==> src/rtl/core/fpd_pkg.sv <==
package fpd_pkg;

  // Window geometry: one sample plus four of padding on either side.
  localparam int PAD_SAMPLES = 4;
  localparam int WIN_DEPTH   = PAD_SAMPLES + 1;
  localparam int WARM_W      = $clog2(WIN_DEPTH + 1);
  localparam int PAD_W       = $clog2(PAD_SAMPLES + 1);

  // Fixed field widths.
  localparam int VEL_W  = 48;
  localparam int ACC_W  = 64;
  localparam int RATE_W = 11;
  localparam logic [RATE_W-1:0] RATE_RESET = 11'd100;

  // Stencil arithmetic: the difference sum is at most 18 times a 48-bit input.
  localparam int DIFF_W = VEL_W + 5;
  localparam int MAG_W  = 64;

  localparam logic signed [ACC_W-1:0] VEL_MAX = (64'sd1 <<< (VEL_W - 1)) - 64'sd1;
  localparam logic signed [ACC_W-1:0] VEL_MIN = -(64'sd1 <<< (VEL_W - 1));

  typedef enum logic [2:0] {
    S_IDLE,
    S_VEL_GO,
    S_VEL_WAIT,
    S_ACC_GO,
    S_ACC_WAIT,
    S_OUT,
    S_NEXT
  } fpd_state_e;

  typedef enum logic [2:0] {
    ST_IDLE,
    ST_MUL,
    ST_RND,
    ST_DIV,
    ST_DONE
  } st_state_e;

  typedef struct packed {
    logic fill;
    logic pos_shift;
    logic vel_shift;
  } cell_ctrl_t;

  typedef struct packed {
    logic busy;
    logic done;
  } st_stat_t;

endpackage

==> src/rtl/core/fpd_cell.sv <==
module fpd_cell import fpd_pkg::*; #(
  parameter int SAMPLE_BITS = 32
) (
  input  logic                          clk_i,
  input  cell_ctrl_t                    ctrl_i,
  input  logic signed [SAMPLE_BITS-1:0] pos_new_i,
  input  logic signed [SAMPLE_BITS-1:0] pos_nb_i,
  input  logic signed [VEL_W-1:0]       vel_nb_i,
  output logic signed [SAMPLE_BITS-1:0] pos_o,
  output logic signed [VEL_W-1:0]       vel_o
);

  logic signed [SAMPLE_BITS-1:0] pos_q, pos_d;
  logic signed [VEL_W-1:0]       vel_q, vel_d;

  // fill loads the fresh sample, shift takes the younger neighbour's value
  always_comb begin
    pos_d = pos_q;
    if (ctrl_i.fill) begin
      pos_d = pos_new_i;
    end else if (ctrl_i.pos_shift) begin
      pos_d = pos_nb_i;
    end
    vel_d = ctrl_i.vel_shift ? vel_nb_i : vel_q;
  end

  always_ff @(posedge clk_i) begin
    pos_q <= pos_d;
    vel_q <= vel_d;
  end

  assign pos_o = pos_q;
  assign vel_o = vel_q;

endmodule

==> src/rtl/core/fpd_stencil.sv <==
module fpd_stencil import fpd_pkg::*; (
  input  logic                    clk_i,
  input  logic                    rst_ni,
  input  logic                    start_i,
  input  logic signed [VEL_W-1:0] win_i [WIN_DEPTH],
  input  logic [RATE_W-1:0]       rate_i,
  output st_stat_t                stat_o,
  output logic signed [ACC_W-1:0] res_o
);

  localparam int DIGIT_W     = 4;
  localparam int DIV_DIGITS  = MAG_W / DIGIT_W;
  localparam int CNT_W       = $clog2(DIV_DIGITS);
  localparam int DIVISOR     = 12;
  localparam int ROUND_BIAS  = DIVISOR / 2;
  // floor(v * 171 / 2048) equals floor(v / 12) for every v below 192
  localparam int RECIP       = 171;
  localparam int RECIP_SHIFT = 11;
  localparam int V_W         = 2 * DIGIT_W;
  localparam int PROD_W      = 16;

  st_state_e                state_q, state_d;
  logic [CNT_W-1:0]         cnt_q, cnt_d;
  logic                     neg_q, neg_d;
  logic [DIFF_W-1:0]        dmag_q, dmag_d;
  logic [RATE_W-1:0]        rsh_q, rsh_d;
  logic [MAG_W-1:0]         acc_q, acc_d;
  logic [DIGIT_W-1:0]       rem_q, rem_d;

  logic signed [DIFF_W-1:0] diff;
  logic [V_W-1:0]           v;
  logic [PROD_W-1:0]        prod;
  logic [DIGIT_W-1:0]       qd;
  logic [V_W-1:0]           r8;

  assign diff = DIFF_W'(win_i[0]) - DIFF_W'(win_i[4])
              + ((DIFF_W'(win_i[3]) - DIFF_W'(win_i[1])) <<< 3);

  // one quotient digit of the division by twelve
  assign v    = {rem_q, acc_q[MAG_W-1 -: DIGIT_W]};
  assign prod = PROD_W'(v) * PROD_W'(RECIP);
  assign qd   = prod[RECIP_SHIFT + DIGIT_W - 1 : RECIP_SHIFT];
  assign r8   = v - (V_W'(qd) * V_W'(DIVISOR));

  always_ff @(posedge clk_i or negedge rst_ni) begin
    if (!rst_ni) begin
      state_q <= ST_IDLE;
      cnt_q   <= '0;
    end else begin
      state_q <= state_d;
      cnt_q   <= cnt_d;
    end
  end

  always_ff @(posedge clk_i) begin
    neg_q  <= neg_d;
    dmag_q <= dmag_d;
    rsh_q  <= rsh_d;
    acc_q  <= acc_d;
    rem_q  <= rem_d;
  end

  always_comb begin
    state_d = state_q;
    cnt_d   = cnt_q;
    neg_d   = neg_q;
    dmag_d  = dmag_q;
    rsh_d   = rsh_q;
    acc_d   = acc_q;
    rem_d   = rem_q;
    stat_o  = '{busy: 1'b1, done: 1'b0};
    case (state_q)
      ST_IDLE: begin
        stat_o.busy = 1'b0;
        if (start_i) begin
          neg_d   = diff[DIFF_W-1];
          dmag_d  = diff[DIFF_W-1] ? DIFF_W'(-diff) : DIFF_W'(diff);
          rsh_d   = rate_i;
          acc_d   = '0;
          cnt_d   = '0;
          state_d = ST_MUL;
        end
      end
      ST_MUL: begin
        // shift-add over the rate bits, most significant first
        acc_d = {acc_q[MAG_W-2:0], 1'b0} + (rsh_q[RATE_W-1] ? MAG_W'(dmag_q) : '0);
        rsh_d = {rsh_q[RATE_W-2:0], 1'b0};
        cnt_d = cnt_q + 1'b1;
        if (cnt_q == CNT_W'(RATE_W - 1)) begin
          state_d = ST_RND;
        end
      end
      ST_RND: begin
        acc_d   = acc_q + MAG_W'(ROUND_BIAS);
        rem_d   = '0;
        cnt_d   = '0;
        state_d = ST_DIV;
      end
      ST_DIV: begin
        acc_d = {acc_q[MAG_W-DIGIT_W-1:0], qd};
        rem_d = r8[DIGIT_W-1:0];
        cnt_d = cnt_q + 1'b1;
        if (cnt_q == CNT_W'(DIV_DIGITS - 1)) begin
          state_d = ST_DONE;
        end
      end
      ST_DONE: begin
        stat_o.done = 1'b1;
        state_d     = ST_IDLE;
      end
      default: begin
        state_d = ST_IDLE;
      end
    endcase
  end

  // quotient stays below 2^61, so the signed form cannot wrap
  assign res_o = neg_q ? -$signed(acc_q) : $signed(acc_q);

endmodule

==> src/rtl/core/five_point_derivative_pos_vel_acc_core.sv <==
// Five-point central-difference core: position, velocity and acceleration
// of one trace.
//
// Input channel: in_valid_i / in_stall_o carry one position beat with an
// end_of_trajectory_i mark. Output channel: out_valid_o / out_stall_i carry
// one aligned (position, velocity, acceleration, last) beat. A beat moves on
// a rising edge with valid high and stall low.
//
// Each accepted sample runs one window advance; the final sample of a trace
// runs four more with itself as end padding. One shared stencil pass runs a
// start step, a shift-add per rate bit for the sample-rate product, a
// rounding step, the radix-16 digits of the divide by twelve and a done
// step. An advance runs a velocity pass and, once five velocities exist,
// an acceleration pass. The input stalls until all advances of the last
// sample are through; results lag four samples behind.
//
// The output register holds one beat; a stalled receiver holds it while the
// core works on, and blocks the core only when a second beat is ready. Reset
// restores the sample rate to 100 Hz; write it via cfg_we_i / cfg_wdata_i idle.
module five_point_derivative_pos_vel_acc_core import fpd_pkg::*; #(
  parameter int SAMPLE_BITS = 32
) (
  input  logic                          clk_i,
  input  logic                          rst_ni,
  input  logic                          cfg_we_i,
  input  logic [RATE_W-1:0]             cfg_wdata_i,
  input  logic                          in_valid_i,
  output logic                          in_stall_o,
  input  logic signed [SAMPLE_BITS-1:0] position_sample_i,
  input  logic                          end_of_trajectory_i,
  output logic                          out_valid_o,
  input  logic                          out_stall_i,
  output logic signed [SAMPLE_BITS-1:0] position_out_o,
  output logic signed [VEL_W-1:0]       velocity_out_o,
  output logic signed [ACC_W-1:0]       acceleration_out_o,
  output logic                          last_output_o
);

  fpd_state_e                    state_q, state_d;
  logic [RATE_W-1:0]             rate_q;
  logic [WARM_W-1:0]             warm_q, warm_d;
  logic [PAD_W-1:0]              pad_q, pad_d;
  logic                          last_q;
  logic signed [SAMPLE_BITS-1:0] samp_q;
  logic                          out_valid_q;

  logic                          accept;
  logic                          out_load;
  logic                          st_start;
  cell_ctrl_t                    cell_ctrl;
  st_stat_t                      st_stat;
  logic signed [ACC_W-1:0]       st_res;
  logic signed [VEL_W-1:0]       vel_new;
  logic signed [SAMPLE_BITS-1:0] pos_new;

  logic signed [SAMPLE_BITS-1:0] pos_w  [WIN_DEPTH];
  logic signed [VEL_W-1:0]       vel_w  [WIN_DEPTH];
  logic signed [SAMPLE_BITS-1:0] pos_nb [WIN_DEPTH];
  logic signed [VEL_W-1:0]       vel_nb [WIN_DEPTH];
  logic signed [VEL_W-1:0]       st_win [WIN_DEPTH];

  // Fresh sample straight from the port on acceptance, the held copy for padding
  assign pos_new = (state_q == S_IDLE) ? position_sample_i : samp_q;

  // Saturate the stencil result to the velocity width
  always_comb begin
    if (st_res > VEL_MAX) begin
      vel_new = VEL_W'(VEL_MAX);
    end else if (st_res < VEL_MIN) begin
      vel_new = VEL_W'(VEL_MIN);
    end else begin
      vel_new = VEL_W'(st_res);
    end
  end

  // Window chain: index 0 is the oldest tap, new values enter at the top end
  for (genvar i = 0; i < WIN_DEPTH; i++) begin : g_cell
    if (i == WIN_DEPTH - 1) begin : g_head
      assign pos_nb[i] = pos_new;
      assign vel_nb[i] = vel_new;
    end else begin : g_link
      assign pos_nb[i] = pos_w[i+1];
      assign vel_nb[i] = vel_w[i+1];
    end

    // Acceleration pass reads velocities, the velocity pass reads positions
    assign st_win[i] = (state_q == S_ACC_GO) ? vel_w[i] : VEL_W'(pos_w[i]);

    fpd_cell #(
      .SAMPLE_BITS(SAMPLE_BITS)
    ) u_cell (
      .clk_i     (clk_i),
      .ctrl_i    (cell_ctrl),
      .pos_new_i (pos_new),
      .pos_nb_i  (pos_nb[i]),
      .vel_nb_i  (vel_nb[i]),
      .pos_o     (pos_w[i]),
      .vel_o     (vel_w[i])
    );
  end

  fpd_stencil u_stencil (
    .clk_i   (clk_i),
    .rst_ni  (rst_ni),
    .start_i (st_start),
    .win_i   (st_win),
    .rate_i  (rate_q),
    .stat_o  (st_stat),
    .res_o   (st_res)
  );

  assign in_stall_o = (state_q != S_IDLE);
  assign accept     = in_valid_i && !in_stall_o;

  // Sequencer: one window advance, then its velocity pass and, once warm, its acceleration pass
  always_comb begin
    state_d   = state_q;
    warm_d    = warm_q;
    pad_d     = pad_q;
    cell_ctrl = '0;
    st_start  = 1'b0;
    out_load  = 1'b0;
    case (state_q)
      S_IDLE: begin
        if (accept) begin
          // a new trace fills the whole window with its first sample
          cell_ctrl.fill      = (warm_q == '0);
          cell_ctrl.pos_shift = (warm_q != '0);
          pad_d               = '0;
          state_d             = S_VEL_GO;
        end
      end
      S_VEL_GO: begin
        st_start = 1'b1;
        state_d  = S_VEL_WAIT;
      end
      S_VEL_WAIT: begin
        if (st_stat.done) begin
          cell_ctrl.vel_shift = 1'b1;
          if (warm_q != WARM_W'(WIN_DEPTH)) begin
            warm_d = warm_q + 1'b1;
          end
          state_d = (warm_q >= WARM_W'(WIN_DEPTH - 1)) ? S_ACC_GO : S_NEXT;
        end
      end
      S_ACC_GO: begin
        st_start = 1'b1;
        state_d  = S_ACC_WAIT;
      end
      S_ACC_WAIT: begin
        if (st_stat.done) begin
          state_d = S_OUT;
        end
      end
      S_OUT: begin
        // the stencil holds its result until the next start
        if (!out_valid_q || !out_stall_i) begin
          out_load = 1'b1;
          state_d  = S_NEXT;
        end
      end
      S_NEXT: begin
        if (last_q && (pad_q != PAD_W'(PAD_SAMPLES))) begin
          cell_ctrl.pos_shift = 1'b1;
          pad_d               = pad_q + 1'b1;
          state_d             = S_VEL_GO;
        end else begin
          if (last_q) begin
            warm_d = '0;
          end
          state_d = S_IDLE;
        end
      end
      default: begin
        state_d = S_IDLE;
      end
    endcase
  end

  always_ff @(posedge clk_i or negedge rst_ni) begin
    if (!rst_ni) begin
      state_q     <= S_IDLE;
      rate_q      <= RATE_RESET;
      warm_q      <= '0;
      pad_q       <= '0;
      last_q      <= 1'b0;
      out_valid_q <= 1'b0;
    end else begin
      state_q <= state_d;
      warm_q  <= warm_d;
      pad_q   <= pad_d;
      if (cfg_we_i) begin
        rate_q <= cfg_wdata_i;
      end
      if (accept) begin
        last_q <= end_of_trajectory_i;
      end
      if (out_load) begin
        out_valid_q <= 1'b1;
      end else if (!out_stall_i) begin
        out_valid_q <= 1'b0;
      end
    end
  end

  // Payload: held sample and the output beat
  always_ff @(posedge clk_i) begin
    if (accept) begin
      samp_q <= position_sample_i;
    end
    if (out_load) begin
      position_out_o     <= pos_w[0];
      velocity_out_o     <= vel_w[2];
      acceleration_out_o <= st_res;
      last_output_o      <= last_q && (pad_q == PAD_W'(PAD_SAMPLES));
    end
  end

  assign out_valid_o = out_valid_q;

  a_start_idle : assert property (@(posedge clk_i) disable iff (!rst_ni)
    st_start |-> !st_stat.busy)
    else $error("stencil started while busy");

  a_warm_range : assert property (@(posedge clk_i) disable iff (!rst_ni)
    warm_q <= WARM_W'(WIN_DEPTH))
    else $error("warm-up count out of range");

  a_load_warm : assert property (@(posedge clk_i) disable iff (!rst_ni)
    out_load |-> (warm_q == WARM_W'(WIN_DEPTH)))
    else $error("result issued before window is full");

  a_trace_end : assert property (@(posedge clk_i) disable iff (!rst_ni)
    (state_q == S_NEXT && last_q && pad_q == PAD_W'(PAD_SAMPLES))
      |=> (warm_q == '0 && state_q == S_IDLE))
    else $error("trace end did not restart warm-up");

  a_pad_range : assert property (@(posedge clk_i) disable iff (!rst_ni)
    (pad_q != '0) |-> last_q)
    else $error("end padding without a final sample");

endmodule

==> config.mk <==
export PLATFORM = sky130hd
export DESIGN_NAME = five_point_derivative_pos_vel_acc_core
export DESIGN_NICKNAME = d
export VERILOG_FILES = /design/src/rtl/core/fpd_pkg.sv /design/src/rtl/core/fpd_cell.sv /design/src/rtl/core/fpd_stencil.sv /design/src/rtl/core/five_point_derivative_pos_vel_acc_core.sv
export SDC_FILE = /design/constraint.sdc
export NUM_CORES = 2
export LEC_CHECK = 0
export BUFFER_PORTS_ARGS = -buffer_cell sky130_fd_sc_hd__buf_4
export CORE_AREA = 2 2 301 303
export DETAILED_ROUTE_END_ITERATION = 10
export DIE_AREA = 0 0 303 305
export GPL_TIMING_DRIVEN = 0
export HOLD_SLACK_MARGIN = 0.15
export PLACE_DENSITY = 0.76
export SYNTH_ARGS = -nofsm -noshare
export SYNTH_HDL_FRONTEND = slang
export SYNTH_SLANG_ARGS = --single-unit
==> constraint.sdc <==
create_clock -name clk_i -period 30.9 [get_ports clk_i]
set_input_delay 1.545 -clock clk_i [delete_from_list [all_inputs] [get_ports clk_i]]
set_output_delay 1.545 -clock clk_i [all_outputs]
set_load 0.05 [all_outputs]
==> metrics.txt <==
status=finished, violations left; failing checks=design-rule violations; chip width=303 um; vias per cell=6.05; area of the core=89300 um^2; H-tree Lvls=3; # rows=110; final period utilization=34.8%; min cycle time layout=10.75 ns; most frequent cells after synthesis=edfxtp_1 (710), nand2_1 (434), ha_1 (250), o21ai_0 (248), a21oi_1 (237); final setup TNS=0 ns; top cells by area, synth=edfxtp_1 (48%), ha_1 (7.1%), xnor2_1 (4.0%); num ports=196; clock skew=0.0473 ns; mean routed wirelength per cell=22.2 um; CTS Hold Bufs=0; Fill cells=7515; Ys Warns=0; Num CTS Buffers=82; TritonCTS Sinks=739; ys async rst share=3.92%; Fin. Hold Viols=0; HP Class=reg2reg; RR Startpoint=state_q[1]; synthesized cell area=44300 um^2; peak fanout along the critical path=10; sequential share of the synthesized area=49.8%; most frequent cell after synthesis=edfxtp_1; Post-synth EDFFs=710; CP max stage cell=clkbuf_1; required time of the worst setup path=31.30 ns; wl on met1=52500 um; relative slew slack=22.7%; Total GRT Usage=26.9%; clock latency on the worst-skew pair=0.68 ns; Starting Density=49.6%; CTS Root Cell=clkbuf_16; Worst Setup End Kind=flip-flop; first-pass GRT wire length=191000 um; Mapped Avg Cell Area=10.7 um^2; Die ar.=92400 um^2; HP Start=g_cell[2].u_cell.vel_o[41]; Nets=4764; wire length on met2=57800 um; pin count of the biggest net entering global routing=66; Slew Limit Fails=0; HPWL Detailed=95600 um; Post-synth top flop=edfxtp_1; Most common cell on crit path=clkbuf_1; uppermost layer routed=met5; crit start category=flip-flop; Critical R2R Capture=u_stencil.dmag_q[5]; Post-CTS Setup Inserts=0; Worst Path Arrival=11.15 ns; count of final setup violators=0; P&R area growth vs syn=13.8%; Yosys top cell area share=48.2%; Crit Path Class=reg2reg; Netlist cell types=86; Synth Instances=4132; PostCTS Resize Cnt=0; DR vias=34500; Hold Crit Depth=0; Routed Antenna Nets=0; Least-Margin Pin Slew=1.16 ns; hold path endpoint=g_cell[1].u_cell.vel_o[41]; WL met3=11300 um; Worst Reg2Reg Path Length in Cells=37; proportion of layout cells with a drive suffix above 1=10.6%; vias in the first global route=32700; number of antenna violations at the first check in global routing=5; TritonRoute pass-1 iters=9; CTS tree=done; Worst path max stage delay=0.87 ns; Max Cap Viol=0; GRT overflow=0; FMAX=93.0 MHz; register clock-pin slew on the reported worst setup and hold paths=0.06 ns; drt drc=14; Routability Congestion=0.979; register bit total from synthesis=739; RSZ-0062 raised after global routing=false; Mapped Nets=4446; overall die height=305 um; Reg2Reg Setup Slack=20.15 ns; final wirelength=127000 um; Port Buffer Count=195; area leader, netlist=edfxtp_1; DRT iter0 DRCs=3972; CTS max path bufs=3
==> cell type report <==
class	instances	area, um^2	area share, %
Antenna cell	1	2.50	0.00497
Buffer	210	792	1.57
Clock buffer	106	2190	4.35
Clock inverter	43	479	0.951
Inverter	174	656	1.30
Multi-Input combinational cell	3009	20800	41.3
Sequential cell	739	22000	43.8
Tap cell	1176	1470	2.92
Timing Repair Buffer	234	1950	3.86
==> state kept, by name, summed over array words and instances (netlist names) <==
register	flops
acceleration_out_o	64
velocity_out_o	48
u_stencil.rsh_q	11
samp_q	32
last_q	1
u_stencil.neg_q	1
pad_q	3
g_cell.u_cell.vel_o	240
state_q	3
u_stencil.acc_q	64
out_valid_o	1
position_out_o	32
warm_q	3
u_stencil.rem_q	4
u_stencil.cnt_q	4
last_output_o	1
u_stencil.state_q	3
rate_q	11
u_stencil.dmag_q	53
g_cell.u_cell.pos_o	160
==> cells in the final DEF (no fill, tap or decap), types with 45 or more instances in the layout <==
cell type / instances
nand4_1: 63
and2_1: 70
clkbuf_16: 83
a21o_1: 138
buf_4: 204
o21a_1: 158
clkbuf_1: 214
edfxtp_1: 710
nor2_1: 210
mux2_2: 45
ha_1: 250
xor2_1: 141
xnor2_1: 202
nand2_1: 433
a21oi_1: 236
mux2i_1: 69
nand3_1: 82
o21ai_0: 248
inv_1: 172
==> routing by layer <==
layer	GRT usage, %	vias to the layer above
li1	-	16000
met2	42.3	1651
met5	0	-
met3	4.82	252
met1	37.0	16600
met4	10.4	6
==> stage by stage <==
stage	hold slack, ns	utilization, %	worst slack, ns	instances	area, um^2
after floorplan	0.417	-	12.80	4132	44300
after global placement	0.426	52.8	4.21	5503	47200
after detailed placement	0.429	53.4	20.35	5542	47700
after CTS	0.443	56.4	20.31	5691	50400
after global routing	0.450	56.4	19.69	5692	50400
final	0.441	56.4	20.15	5692	50400
==> worst max path at each step <==
| stage | from | slack (ns) | endpoint | cells past startpoint |
|---|---|---|---|---|
| global placement | u_stencil.state_q[0] | 4.21 | g_cell[2].u_cell.vel_o[44] | 4 |
| floorplan | state_q[2] | 12.80 | g_cell[0].u_cell.vel_o[0] | 3 |
| global route | state_q[1] | 19.69 | u_stencil.dmag_q[50] | 37 |
| CTS | state_q[1] | 20.31 | u_stencil.dmag_q[50] | 37 |
| detailed placement | state_q[1] | 20.35 | u_stencil.dmag_q[5] | 37 |
| finish | state_q[1] | 20.15 | u_stencil.dmag_q[5] | 37 |
==> worst max-delay path, delay by kind of cell, from the launching register on <==
kind                     cells  cell delay [ns]
AO/OA/AOI/OAI               19             4.32
buffers and inverters        7             2.94
AND/OR/NAND/NOR              5             1.27
adder cells (fa/ha/maj)      3             0.91
XOR/XNOR                     2             0.37
flip-flops                   1             0.33
multiplexers                 1             0.31
==> kinds of logic (layout without fill, tap and decap cells) <==
group           count (synthesis)  in the layout  synth area share (%)
compound gates               1112           1112                  16.5
xor+xnor                      343            343                  6.79
fa+ha+maj                     265            265                  7.75
buf+inv                       384            767                  3.26
flops                         739            739                  49.8
mux                           114            114                  2.71
other cells                     0              1                     0
simple gates                 1175           1175                  13.2
Power is not shown: default switching activity piles up to over one toggle a cycle in this logic, so the estimate is an artifact.
